<file path="config.mk">
export PLATFORM = sky130hd
export DESIGN_NAME = modbus_rtu_request_and_reply_check_unit
export DESIGN_NICKNAME = d
export VERILOG_FILES = /design/src/hw/rtl/mrc_pkg.sv /design/src/hw/rtl/modbus_rtu_request_and_reply_check_unit.sv /design/src/hw/rtl/mrc_front.sv /design/src/hw/rtl/mrc_queue.sv /design/src/hw/rtl/mrc_back.sv
export SDC_FILE = /design/constraint.sdc
export NUM_CORES = 1
export LEC_CHECK = 0
export ABC_AREA = 1
export BUFFER_PORTS_ARGS = -buffer_cell sky130_fd_sc_hd__buf_2
export CORE_MARGIN = 8
export CORE_UTILIZATION = 40
export CTS_CLUSTER_DIAMETER = 150
export DETAILED_ROUTE_END_ITERATION = 10
export GPL_TIMING_DRIVEN = 0
export HOLD_SLACK_MARGIN = 0.15
export SYNTH_ARGS = -nofsm -noshare
export SYNTH_HDL_FRONTEND = slang
export SYNTH_SLANG_ARGS = --single-unit
</file>
<file path="constraint.sdc">
create_clock -name clk -period 6.8 [get_ports clk]
set_input_delay 0.68 -clock clk [delete_from_list [all_inputs] [get_ports clk]]
set_output_delay 0.68 -clock clk [all_outputs]
set_load 0.05 [all_outputs]
</file>
<file path="src/hw/rtl/mrc_pkg.sv">
// Shared types, codes and the CRC-16 byte step for the Modbus RTU request and reply check unit.
package mrc_pkg;

	// Operation codes of an input word
	typedef enum logic [1:0] {
		OP_SEND  = 2'd0,
		OP_RX    = 2'd1,
		OP_END   = 2'd2,
		OP_SPARE = 2'd3
	} op_t;

	// Reply check phase
	typedef enum logic [1:0] {
		PH_IDLE   = 2'd0,
		PH_SEARCH = 2'd1,
		PH_FRAME  = 2'd2,
		PH_DONE   = 2'd3
	} phase_t;

	// Check status codes
	localparam logic [2:0] ST_OK        = 3'd0;
	localparam logic [2:0] ST_NO_ADDR   = 3'd1;
	localparam logic [2:0] ST_FUNCTION  = 3'd2;
	localparam logic [2:0] ST_ECHO      = 3'd3;
	localparam logic [2:0] ST_COUNT     = 3'd4;
	localparam logic [2:0] ST_CRC       = 3'd5;
	localparam logic [2:0] ST_UNSUPPORT = 3'd6;
	localparam logic [2:0] ST_SHORT     = 3'd7;

	// Output word kinds
	localparam logic KIND_TX     = 1'b0;
	localparam logic KIND_RESULT = 1'b1;

	// Modbus constants
	localparam logic [7:0]  FC_READ    = 8'h03;
	localparam logic [7:0]  FC_WRITE   = 8'h06;
	localparam logic [7:0]  READ_COUNT = 8'h04;
	localparam logic [15:0] CRC_INIT   = 16'hFFFF;
	localparam logic [15:0] CRC_POLY   = 16'hA001;

	// Default scan bound on received bytes
	localparam int RX_LIMIT_DEF = 20;

	// Command queue depth between front and back
	localparam int CMD_DEPTH = 4;

	// Command handed from front to back
	typedef struct packed {
		logic        is_result;
		logic [7:0]  slave;
		logic [7:0]  func;
		logic [15:0] addr;
		logic [15:0] value;
		logic [2:0]  status;
		logic [31:0] result;
	} cmd_t;

	// One byte step of the reflected Modbus CRC-16
	function automatic logic [15:0] crc_byte(input logic [15:0] crc, input logic [7:0] b);
		logic [15:0] c;
		c = crc ^ {8'h00, b};
		for (int k = 0; k < 8; k++) begin
			c = c[0] ? ((c >> 1) ^ CRC_POLY) : (c >> 1);
		end
		return c;
	endfunction

endpackage

</file>
<file path="src/hw/rtl/modbus_rtu_request_and_reply_check_unit.sv">
// Top level of the Modbus RTU request builder and reply checker.
// Throughput: one input word per cycle while the queue has room; a send word yields eight
// output words at one per cycle while popped, set by the single frame serializer, so
// back-to-back sends are paced by that stage. Words pass the queue, then an output register.
// Reply bytes and end words are checked in the cycle they are accepted.
// Reset: arst_n clears queue, checker and output valid at once; no clearing pass.
module modbus_rtu_request_and_reply_check_unit #(
	parameter int RX_LIMIT = mrc_pkg::RX_LIMIT_DEF
) (
	input  logic        clk,
	input  logic        arst_n,
	input  logic        push,
	output logic        full,
	input  logic [1:0]  operation,
	input  logic [7:0]  slave_address,
	input  logic [7:0]  function_code,
	input  logic [15:0] register_address,
	input  logic [15:0] register_value,
	input  logic [7:0]  rx_byte,
	output logic        empty,
	input  logic        pop,
	output logic        kind,
	output logic [7:0]  tx_byte,
	output logic        last,
	output logic [2:0]  status,
	output logic signed [31:0] reply_value
);
	import mrc_pkg::*;

	logic accept;
	logic cmd_push, cmd_pop, cmd_full, cmd_empty;
	cmd_t cmd_in, cmd_head;

	// Accept a word while the command queue has room
	assign full   = cmd_full;
	assign accept = push && !cmd_full;

	mrc_front #(
		.RX_LIMIT(RX_LIMIT)
	) u_front (
		.clk              (clk),
		.arst_n           (arst_n),
		.accept           (accept),
		.operation        (operation),
		.slave_address    (slave_address),
		.function_code    (function_code),
		.register_address (register_address),
		.register_value   (register_value),
		.rx_byte          (rx_byte),
		.cmd_push         (cmd_push),
		.cmd_data         (cmd_in)
	);

	mrc_queue u_queue (
		.clk       (clk),
		.arst_n    (arst_n),
		.push      (cmd_push),
		.push_data (cmd_in),
		.pop       (cmd_pop),
		.full      (cmd_full),
		.empty     (cmd_empty),
		.head      (cmd_head)
	);

	mrc_back u_back (
		.clk         (clk),
		.arst_n      (arst_n),
		.cmd_empty   (cmd_empty),
		.cmd_head    (cmd_head),
		.cmd_pop     (cmd_pop),
		.pop         (pop),
		.empty       (empty),
		.kind        (kind),
		.tx_byte     (tx_byte),
		.last        (last),
		.status      (status),
		.reply_value (reply_value)
	);

endmodule

</file>
<file path="src/hw/rtl/mrc_front.sv">
// Front part: takes input words, tracks the reply check and queues frame and result commands.
module mrc_front #(
	parameter int RX_LIMIT = mrc_pkg::RX_LIMIT_DEF
) (
	input  logic          clk,
	input  logic          arst_n,
	input  logic          accept,
	input  logic [1:0]    operation,
	input  logic [7:0]    slave_address,
	input  logic [7:0]    function_code,
	input  logic [15:0]   register_address,
	input  logic [15:0]   register_value,
	input  logic [7:0]    rx_byte,
	output logic          cmd_push,
	output mrc_pkg::cmd_t cmd_data
);
	import mrc_pkg::*;

	localparam int CW = $clog2(RX_LIMIT + 1);

	phase_t      phase_q, phase_d;
	logic [3:0]  pos_q, pos_d;
	logic [15:0] crc_q, crc_d;
	logic [31:0] acc_q, acc_d;
	logic [2:0]  fail_q, fail_d;
	logic [CW-1:0] cnt_q, cnt_d;
	logic [7:0]  req_slave_q, req_func_q;
	logic [15:0] req_addr_q, req_value_q;

	op_t         op;
	logic [15:0] crc_step;
	logic [7:0]  echo_byte;

	assign op = op_t'(operation);

	// CRC step over the received byte; a new reply starts from the init value
	assign crc_step = crc_byte((phase_q == PH_SEARCH) ? CRC_INIT : crc_q, rx_byte);

	// Expected echo byte for the write reply
	always_comb begin
		case (pos_q)
			4'd2:    echo_byte = req_addr_q[15:8];
			4'd3:    echo_byte = req_addr_q[7:0];
			4'd4:    echo_byte = req_value_q[15:8];
			4'd5:    echo_byte = req_value_q[7:0];
			4'd6:    echo_byte = crc_q[7:0];
			default: echo_byte = crc_q[15:8];
		endcase
	end

	// Next state of the checker and queue command
	always_comb begin
		phase_d  = phase_q;
		pos_d    = pos_q;
		crc_d    = crc_q;
		acc_d    = acc_q;
		fail_d   = fail_q;
		cnt_d    = cnt_q;
		cmd_push = 1'b0;
		cmd_data = '0;
		if (accept) begin
			case (op)
				OP_SEND: begin
					cmd_push           = 1'b1;
					cmd_data.is_result = 1'b0;
					cmd_data.slave     = slave_address;
					cmd_data.func      = function_code;
					cmd_data.addr      = register_address;
					cmd_data.value     = register_value;
					phase_d = PH_SEARCH;
					pos_d   = '0;
					crc_d   = CRC_INIT;
					acc_d   = '0;
					fail_d  = ST_OK;
					cnt_d   = '0;
				end
				OP_END: begin
					cmd_push           = 1'b1;
					cmd_data.is_result = 1'b1;
					if (phase_q == PH_DONE) begin
						cmd_data.status = fail_q;
						cmd_data.result = (fail_q == ST_OK) ? acc_q : 32'd0;
					end else if (phase_q == PH_FRAME) begin
						cmd_data.status = ST_SHORT;
					end else begin
						cmd_data.status = ST_NO_ADDR;
					end
					phase_d = PH_IDLE;
					pos_d   = '0;
					crc_d   = CRC_INIT;
					acc_d   = '0;
					fail_d  = ST_OK;
					cnt_d   = '0;
				end
				OP_RX: begin
					if ((phase_q == PH_SEARCH || phase_q == PH_FRAME) &&
					    cnt_q < CW'(RX_LIMIT)) begin
						cnt_d = cnt_q + 1'b1;
						if (phase_q == PH_SEARCH) begin
							// hunt for the slave address
							if (rx_byte == req_slave_q) begin
								crc_d   = crc_step;
								pos_d   = 4'd1;
								acc_d   = '0;
								phase_d = PH_FRAME;
							end
						end else if (pos_q == 4'd1) begin
							// function code check
							if (rx_byte != req_func_q) begin
								fail_d  = ST_FUNCTION;
								acc_d   = '0;
								phase_d = PH_DONE;
							end else if (req_func_q != FC_READ && req_func_q != FC_WRITE) begin
								crc_d   = crc_step;
								fail_d  = ST_UNSUPPORT;
								acc_d   = '0;
								phase_d = PH_DONE;
							end else begin
								crc_d = crc_step;
								pos_d = 4'd2;
							end
						end else if (req_func_q == FC_WRITE) begin
							// echo compare; CRC over a correct echo equals the request CRC
							if (rx_byte != echo_byte) begin
								fail_d  = ST_ECHO;
								acc_d   = '0;
								phase_d = PH_DONE;
							end else if (pos_q >= 4'd7) begin
								fail_d  = ST_OK;
								acc_d   = {16'd0, req_value_q};
								phase_d = PH_DONE;
							end else begin
								if (pos_q <= 4'd5) begin
									crc_d = crc_step;
								end
								pos_d = pos_q + 1'b1;
							end
						end else begin
							// read reply: count, data, CRC
							if (pos_q == 4'd2) begin
								if (rx_byte != READ_COUNT) begin
									fail_d  = ST_COUNT;
									acc_d   = '0;
									phase_d = PH_DONE;
								end else begin
									crc_d = crc_step;
									pos_d = pos_q + 1'b1;
								end
							end else if (pos_q <= 4'd6) begin
								crc_d = crc_step;
								acc_d = {acc_q[23:0], rx_byte};
								pos_d = pos_q + 1'b1;
							end else if (pos_q == 4'd7) begin
								if (rx_byte != crc_q[7:0]) begin
									fail_d  = ST_CRC;
									acc_d   = '0;
									phase_d = PH_DONE;
								end else begin
									pos_d = pos_q + 1'b1;
								end
							end else begin
								if (rx_byte != crc_q[15:8]) begin
									fail_d  = ST_CRC;
									acc_d   = '0;
								end else begin
									fail_d  = ST_OK;
								end
								phase_d = PH_DONE;
							end
						end
					end
				end
				default: begin
				end
			endcase
		end
	end

	// Hold checker state
	always_ff @(posedge clk or negedge arst_n) begin
		if (!arst_n) begin
			phase_q <= PH_IDLE;
			pos_q   <= '0;
			crc_q   <= CRC_INIT;
			acc_q   <= '0;
			fail_q  <= ST_OK;
			cnt_q   <= '0;
		end else begin
			phase_q <= phase_d;
			pos_q   <= pos_d;
			crc_q   <= crc_d;
			acc_q   <= acc_d;
			fail_q  <= fail_d;
			cnt_q   <= cnt_d;
		end
	end

	// Store the request
	always_ff @(posedge clk or negedge arst_n) begin
		if (!arst_n) begin
			req_slave_q <= '0;
			req_func_q  <= '0;
			req_addr_q  <= '0;
			req_value_q <= '0;
		end else if (accept && op == OP_SEND) begin
			req_slave_q <= slave_address;
			req_func_q  <= function_code;
			req_addr_q  <= register_address;
			req_value_q <= register_value;
		end
	end

endmodule

</file>
<file path="src/hw/rtl/mrc_queue.sv">
// Short command queue between the front and back parts.
module mrc_queue (
	input  logic          clk,
	input  logic          arst_n,
	input  logic          push,
	input  mrc_pkg::cmd_t push_data,
	input  logic          pop,
	output logic          full,
	output logic          empty,
	output mrc_pkg::cmd_t head
);
	import mrc_pkg::*;

	localparam int AW = $clog2(CMD_DEPTH);

	cmd_t        mem_q [CMD_DEPTH];
	logic [AW-1:0] wr_q, rd_q;
	logic [AW:0]   count_q;
	logic          do_push, do_pop;

	assign full    = (count_q == (AW+1)'(CMD_DEPTH));
	assign empty   = (count_q == '0);
	assign head    = mem_q[rd_q];
	assign do_push = push && !full;
	assign do_pop  = pop && !empty;

	// Write entry
	always_ff @(posedge clk) begin
		if (do_push) begin
			mem_q[wr_q] <= push_data;
		end
	end

	// Advance pointers and count
	always_ff @(posedge clk or negedge arst_n) begin
		if (!arst_n) begin
			wr_q    <= '0;
			rd_q    <= '0;
			count_q <= '0;
		end else begin
			if (do_push) begin
				wr_q <= (wr_q == AW'(CMD_DEPTH - 1)) ? '0 : wr_q + 1'b1;
			end
			if (do_pop) begin
				rd_q <= (rd_q == AW'(CMD_DEPTH - 1)) ? '0 : rd_q + 1'b1;
			end
			case ({do_push, do_pop})
				2'b10:   count_q <= count_q + 1'b1;
				2'b01:   count_q <= count_q - 1'b1;
				default: count_q <= count_q;
			endcase
		end
	end

endmodule

</file>
<file path="src/hw/rtl/mrc_back.sv">
// Back part: serializes request frames with their CRC and presents result words.
module mrc_back (
	input  logic          clk,
	input  logic          arst_n,
	input  logic          cmd_empty,
	input  mrc_pkg::cmd_t cmd_head,
	output logic          cmd_pop,
	input  logic          pop,
	output logic          empty,
	output logic          kind,
	output logic [7:0]    tx_byte,
	output logic          last,
	output logic [2:0]    status,
	output logic signed [31:0] reply_value
);
	import mrc_pkg::*;

	logic [2:0]  idx_q;
	logic [15:0] crc_q;
	logic        out_valid_q;
	logic        out_free, step;
	logic [7:0]  frame_byte;
	logic [15:0] crc_next;
	logic        kind_q;
	logic [7:0]  tx_byte_q;
	logic        last_q;
	logic [2:0]  status_q;
	logic signed [31:0] reply_value_q;

	assign out_free = !out_valid_q || pop;
	assign step     = !cmd_empty && out_free;
	assign cmd_pop  = step && (cmd_head.is_result || idx_q == 3'd7);
	assign empty    = !out_valid_q;

	assign kind        = kind_q;
	assign tx_byte     = tx_byte_q;
	assign last        = last_q;
	assign status      = status_q;
	assign reply_value = reply_value_q;

	// Select the frame byte in wire order
	always_comb begin
		case (idx_q)
			3'd0:    frame_byte = cmd_head.slave;
			3'd1:    frame_byte = cmd_head.func;
			3'd2:    frame_byte = cmd_head.addr[15:8];
			3'd3:    frame_byte = cmd_head.addr[7:0];
			3'd4:    frame_byte = cmd_head.value[15:8];
			3'd5:    frame_byte = cmd_head.value[7:0];
			3'd6:    frame_byte = crc_q[7:0];
			default: frame_byte = crc_q[15:8];
		endcase
	end

	assign crc_next = crc_byte((idx_q == 3'd0) ? CRC_INIT : crc_q, frame_byte);

	// Advance byte index and running frame CRC
	always_ff @(posedge clk or negedge arst_n) begin
		if (!arst_n) begin
			idx_q <= '0;
			crc_q <= CRC_INIT;
		end else if (step && !cmd_head.is_result) begin
			idx_q <= idx_q + 1'b1;
			if (idx_q <= 3'd5) begin
				crc_q <= crc_next;
			end
		end
	end

	// Hold the output word until popped
	always_ff @(posedge clk or negedge arst_n) begin
		if (!arst_n) begin
			out_valid_q <= 1'b0;
		end else if (step) begin
			out_valid_q <= 1'b1;
		end else if (pop) begin
			out_valid_q <= 1'b0;
		end
	end

	// Load output payload
	always_ff @(posedge clk) begin
		if (step) begin
			if (cmd_head.is_result) begin
				kind_q        <= KIND_RESULT;
				tx_byte_q     <= 8'd0;
				last_q        <= 1'b1;
				status_q      <= cmd_head.status;
				reply_value_q <= cmd_head.result;
			end else begin
				kind_q        <= KIND_TX;
				tx_byte_q     <= frame_byte;
				last_q        <= (idx_q == 3'd7);
				status_q      <= ST_OK;
				reply_value_q <= '0;
			end
		end
	end

endmodule
</file>
* Yosys cells after proc, flatten, opt, wreduce, memory -nomap -nowiden
Memory sizes are Yosys's and may differ from the RTL's.
Cells that the tools add are included.
Widths: inputs -> output; s select.
** Operators by class
- $add $sub $neg :: 7
- Multipliers :: 0
- Divide/modulo/power cells :: 0
- $lt $le $gt $ge :: 5
- Equal/unequal tests :: 57
- Shifts and indexed selects :: 0
- Muxes and demuxes :: 114
- Bitwise logic cells :: 18
- Reduce and logical (&&, ||, !) cells :: 32
** Operators by type and width (count)
- $mux 32 :: 17
- $mux 16 :: 30
- $mux 84 :: 1
- $pmux 32 s2 :: 1
- $mux 4 :: 14
- $pmux 8 s7 :: 1
- $mux 3 :: 16
- $mux 48 :: 1
- $not 2->3 :: 16
- $pmux 8 s5 :: 1
- $mux 35 :: 1
- $mux 2 :: 16
- $ne 8x8->1 :: 4
- $pmux 16 s2 :: 1
- $xor 16x8->16 :: 2
- $reduce_and 9->1 :: 3
- $ne 8x3->1 const B :: 3
- $ne 5x3->1 const B :: 4
- $ne 6x3->1 const B :: 3
- $eq 4x3->1 const B :: 4
- $eq 3x3->1 const B :: 5
- $eq 2x2->1 const B :: 6
- $pmux 3 s2 :: 2
- $reduce_and 11->1 :: 1
- other kinds (47) :: 80
** Storage, ports and cells
- Flip-flop bits (word level) :: 182
- Latch bits :: 0
- Bits in writable memories :: 336
- Memory bits (read-only) :: 0
- Input port bits :: 62
- Output and inout bits :: 47
- Logic and storage cells :: 255
- Memories :: 1
** Memory list
- u_queue.mem_q :: depth 4, bits a word 84, read ports 1, clocked after Yosys merged registers in 0, write ports 1, RTL line mrc_queue.sv:16 : cmd_t mem_q [CMD_DEPTH];

* Depth between registers and ports, before layout
- Word-level depth :: 27
- Depth in mapped cells :: 23
- Gate-level depth less buffers :: 22

* Modules after synthesis
A second synthesis with hierarchy kept.
** Unflattened totals
- Cell total of the unflattened synthesis :: 2610
- Area, all modules :: 25558.3 um^2
** By module, submodules not included
- mrc_queue :: times used 1, cells each 1042, area each 14306.2 um^2, sequential area each 10264.8 um^2
- mrc_front :: times used 1, cells each 1097, area each 7388.3 um^2, sequential area each 2772.7 um^2
- mrc_back :: times used 1, cells each 469, area each 3853.7 um^2, sequential area each 1871.8 um^2
- modbus_rtu_request_and_reply_check_unit :: times used 1, cells each 2, area each 10.0 um^2, sequential area each 0.0 um^2

* Least setup slack after synthesis
OpenSTA, ideal clock, no wires.
- Path kind :: flip-flop to flip-flop
- Start point :: reg u_queue.count_q[2]
- End point :: mem u_queue.mem_q[0][0] (netlist name), enable pin
- Library setup time :: 527 ps
- Arrival :: 4851 ps
- Required time :: 6273 ps
- Path slack :: 1422 ps
- Stages on the path, launching flop included :: 8
- Path buffers :: 0
- Period minus slack after synthesis :: 5378 ps
- Path through :: dfrtp_1 inv_1 nor3_1 nor2_1 inv_1 nor2_1 inv_1 nor2_1
** Between the ends
- Word-level cells in the longest chain between the ends :: 7
** RTL lines
- start: declaration :: RTL line mrc_queue.sv:18 : logic [AW:0] count_q;
- start signal: assignment :: RTL line mrc_queue.sv:48 : 2'b10: count_q <= count_q + 1'b1;
- start signal: assignment :: RTL line mrc_queue.sv:49 : 2'b01: count_q <= count_q - 1'b1;
- start signal: assignment :: RTL line mrc_queue.sv:50 : default: count_q <= count_q;
- $eq 3x3->1 (*) :: RTL line mrc_queue.sv:21 : assign full = (count_q == (AW+1)'(CMD_DEPTH));
- via full :: RTL line modbus_rtu_request_and_reply_check_unit.sv:13 : output logic full,
- $logic_not 1->1 (*) :: RTL line modbus_rtu_request_and_reply_check_unit.sv:36, mrc_queue.sv:24
- $logic_and 1x1->1 :: RTL line modbus_rtu_request_and_reply_check_unit.sv:36 : assign accept = push && !cmd_full;
- $mux 1 :: RTL line mrc_front.sv:61 : if (accept) begin
- $logic_and 1x1->1 (*) :: RTL line mrc_queue.sv:24 : assign do_push = push && !full;
- $mux 1 (*) :: RTL line mrc_queue.sv:29 : if (do_push) begin
- $mux 1 (implied by the code) (*) :: RTL line mrc_queue.sv:30 : mem_q[wr_q] <= push_data;
- end: declaration :: RTL line mrc_queue.sv:16
Mark *: on every way through the listed nets, which the timed path passes. The rest lies on a longest branch.

* Worst setup path after layout
- Start point :: reg u_queue.rd_q[0]
- End point :: reg u_queue.count_q[2]
** Between the ends
- Word-level cells in the longest chain between the ends :: 6
- Elaborated cells on any way between the ends :: 8
- Those cells by class :: eq/ne (2); mux (1); reduce/logical (4); memory (1)
** RTL lines
- start: declaration :: RTL line mrc_queue.sv:17 : logic [AW-1:0] wr_q, rd_q;
- start signal: assignment :: RTL line mrc_queue.sv:45 : rd_q <= (rd_q == AW'(CMD_DEPTH - 1)) ? '0 : rd_q + 1'b1;
- $mem_v2 4x84 (*)
- $logic_or 1x1->1 (*) :: RTL line mrc_back.sv:32 : assign cmd_pop = step && (cmd_head.is_result || idx_q == 3'd7);
- $logic_and 1x1->1 (*) :: RTL line mrc_back.sv:32
- $logic_and 1x1->1 (*) :: RTL line mrc_queue.sv:25 : assign do_pop = pop && !empty;
- via u_queue.do_pop :: RTL line mrc_queue.sv:19 : logic do_push, do_pop;
- $eq 2x1->1 / $eq 2x2->1 (equally long branches) :: RTL line mrc_queue.sv:47 : case ({do_push, do_pop})
- $pmux 3 s2 / $reduce_bool 2->1 (equally long branches)
Marked as above.
A chain may end at the register's enable or synchronous reset.

==> results.cfg <==
[run_status]
status = completed

[floorplan]
die_w_um = 263
fp.dieArea_um2 = 69200
io_pins = 109
std_cell_rows = 90
chipHeight_um = 263
design.core.area_um2 = 60400
start_util_pct = 40.4

[placement]
place_area_um2 = 26200
numPortBuffers = 100
placement.setup.worst_slack_ns = 2.46
globalplace.congestion = 0.904
detailed_place_hpwl_um = 51000
dp_cells = 3525

[layout]
seqCellArea_um2 = 14900
post_route_cells_drive_above_1_share_pct = 11.0
final_net_count = 2886
area_overhead_vs_synth_pct = 15.5
final_layout_fill_cell_count = 5699
multi_input_area_um2 = 7700
postLayoutCoreUtil_pct = 46.7
finish.instance_area_um2 = 28200
finish.cell_count_without_fillers = 3629

[sta]
finalSetupTns_ns = 0
clock_skew_ns = 0.0233
maxSlewHeadroom_pct = 32.5
setup_ws_ns = 2.46
drv_slew = 0
period_needed_ns = 4.34
max_slew.worst_pin.slew_ns = 1.01
grt_setup_unrepaired = no
fmax_mhz = 231
timing.final.setup_violations = 0
post-route-period-util_pct = 63.8
hold_viol_final = 0

[worst_setup_path]
max_stage_delay_ns = 0.79
timing.critical_path.depth = 15
critPathKind = reg2reg
worst-path-buf-inv = 6
cp-end-kind = flop
crit_fanout = 10
rr_worst_depth = 15
rrSetupSlack_ns = 2.46
arrival_ns = 4.81
cpMaxStageDelayCell = a32oi_2
critical_path.reg2reg.startpoint = u_queue.rd_q[0]$_DFFE_PN0P_
worst_setup_path_startpoint = u_queue.rd_q[0]$_DFFE_PN0P_
destination_of_the_critical_timing_path = u_queue.count_q[2]$_DFFE_PN0P_
crit_chain = buf_2 -> buf_2 -> buf_2 -> buf_2 -> a21oi_1 -> a32oi_2 -> or2_2 -> nand2_1 -> inv_1 -> ha_1 -> inv_1 -> fa_1 -> a21oi_1 -> o21ai_0 -> xor2_1
timing.rr.end = u_queue.count_q[2]$_DFFE_PN0P_
crit_path_start_kind = flop
timing.critical_path.mode_cell = buf_2
cp_top_family = buffers and inverters
required_ns = 7.27

[cts]
cts.hold.buffers_added = 1
cts_max_path_buffers = 3
cts_max_level = 2
clk_pin_slew_ns = 0.06
numCtsBuffers = 56
cts_root_buf = clkbuf_16
worst_skew_pair.late_latency_ns = 0.62
cts_sink_cnt = 518
post_cts.resized_instances = 0
tritoncts = built
cts.repair_timing.setup_buffer_count = 0

[synth]
yosysUniqueCellTypes = 40
ys_async_sr_fraction_pct = 26.4
synth.yosys.warnings = 0
synth_fp_nets = 2713
synth-edff-count = 381
post_synthesis_instance_total = 2629
synthesis.area_per_instance_um2 = 9.28
netlist_area_before_placement_um2 = 24400
yosysSeqAreaShare_pct = 61.1
synth_flop_cell = edfxtp_1
yosys_register_bits = 518

[global_routing]
grt_pass1_wl_um = 109000
first_global_vias = 18430
grt_antenna_before_repair = 3
grtUsageTotal_pct = 20.0
grt-ovfl-total = 0
grt_start_max_net_pins = 96

[route]
drt_iter0_drc = 1686
detailedRoute.firstPassIterationCount = 7
drt.antenna.violating_nets = 0
drc_errors = 0
vias_per_cell = 5.13
detailroute.via_count = 18633
drt_wl_total_um = 70900
avgRoutedWirePerCell_um = 19.5

[hold_path]
number_of_cells_traversed_by_the_worst_hold_path = 3
kind_of_path_behind_the_tightest_hold_check = in2reg

[job]
max_cap_viol_count = 0

[power]
total_leakage_power_nw = 12.4
powerDensity_nw_per_um2 = 469
vdd_drop_max_mv = 0.324
[worst min path at each step]
| stage | endpoint | startpoint | slack (ns) |
|---|---|---|---|
| floorplan | u_back.idx_q[0]$_DFFE_PN0P_ | arst_n | 0.38 |
| global placement | u_front.acc_q[28]$_DFFE_PN0P_ | u_front.acc_q[28]$_DFFE_PN0P_ | 0.45 |
| detailed placement | u_front.acc_q[31]$_DFFE_PN0P_ | u_front.acc_q[31]$_DFFE_PN0P_ | 0.45 |
| CTS | u_front.req_value_q[9]$_DFFE_PN0P_ | register_value[9] | 0.33 |
| global route | u_front.req_addr_q[1]$_DFFE_PN0P_ | register_address[1] | 0.36 |
| finish | u_front.req_value_q[9]$_DFFE_PN0P_ | register_value[9] | 0.36 |
[cell usage in the layout (no fill, tap or decap), types with 56 or more instances in the layout]
master	instances
clkbuf_16	56
dfrtp_1	105
nand4_1	67
o21ai_0	191
nand2_1	681
nand3_1	135
buf_2	127
nor2_1	297
edfxtp_1	381
inv_1	339
clkbuf_1	94
[where the power goes]
part           total (W)  internal [W]  leakage (nW)  switching (W)
registers        0.00454       0.00420          5.27       0.000336
clock network    0.00322       0.00193         0.940        0.00129
logic            0.00547       0.00156          6.15        0.00390
total             0.0132       0.00770          12.4        0.00553
[tightest hold or removal path, delay by kind of cell]
family          cells  cell delay, ns
buf+inv             2            0.16
compound gates      1            0.09
[synth_stat cells, types with 28 or more instances]
cell | count | area share (%)
o22ai_1 | 39 | 1.0
dfrtp_1 | 105 | 11
dfstp_2 | 32 | 3.4
buf_2 | 28 | 0.57
nand4_1 | 67 | 1.7
edfxtp_1 | 381 | 47
nand3_1 | 135 | 2.8
nand2_1 | 681 | 10
nor2_1 | 301 | 4.6
clkbuf_1 | 84 | 1.3
nor3_1 | 30 | 0.62
inv_1 | 339 | 5.2
o21ai_0 | 191 | 3.9
a21oi_1 | 29 | 0.59
[through the flow]
stage	hold WS (ns)	total power, W
3_5_place_dp	0.451	0.0101
5_1_grt	0.356	0.0141
4_1_cts	0.328	0.0133
6_report	0.360	0.0132
3_3_place_gp	0.451	0.00994
2_1_floorplan	0.384	0.00836
[kinds of logic after synthesis]
group | share of synthesized area (%)
AOI/OAI and AO/OA | 6.58
xor gates and xnor gates | 2.00
adders and majority gates | 1.16
DFF | 61.1
and+or+nand+nor | 21.6
buffers and inverters | 7.51
[flip-flops by register name, indices dropped and copies added, names as in the netlist, 8 cells and up]
register	cells
u_front.req_value_q	16
u_front.req_func_q	8
u_back.crc_q	16
u_back.tx_byte	8
u_back.reply_value	32
u_front.crc_q	16
u_queue.mem_q	336
u_front.acc_q	32
u_front.req_addr_q	16
u_front.req_slave_q	8
[metal layers]
| metal | part of all wire [%] | up-vias | track usage [%] |
|---|---|---|---|
| met3 | 6.6 | 111 | 4.20 |
| met2 | 46 | 573 | 32.6 |
| li1 | - | 8945 | - |
| met5 | 0.011 | - | 0 |
| met1 | 44 | 9002 | 26.8 |
| met4 | 2.9 | 2 | 6.11 |
[layout make-up]
type | instances | share of cell area (%)
antenna | 2 | 0.0178
buffer | 121 | 1.84
clock buffer | 69 | 5.25
clock inverter | 32 | 1.64
inverter | 349 | 4.66
multi-input combinational | 1641 | 27.3
sequential | 518 | 52.9
tap | 782 | 3.47
timing repair buffer | 115 | 2.88
Power figures use the tool's default switching activity.
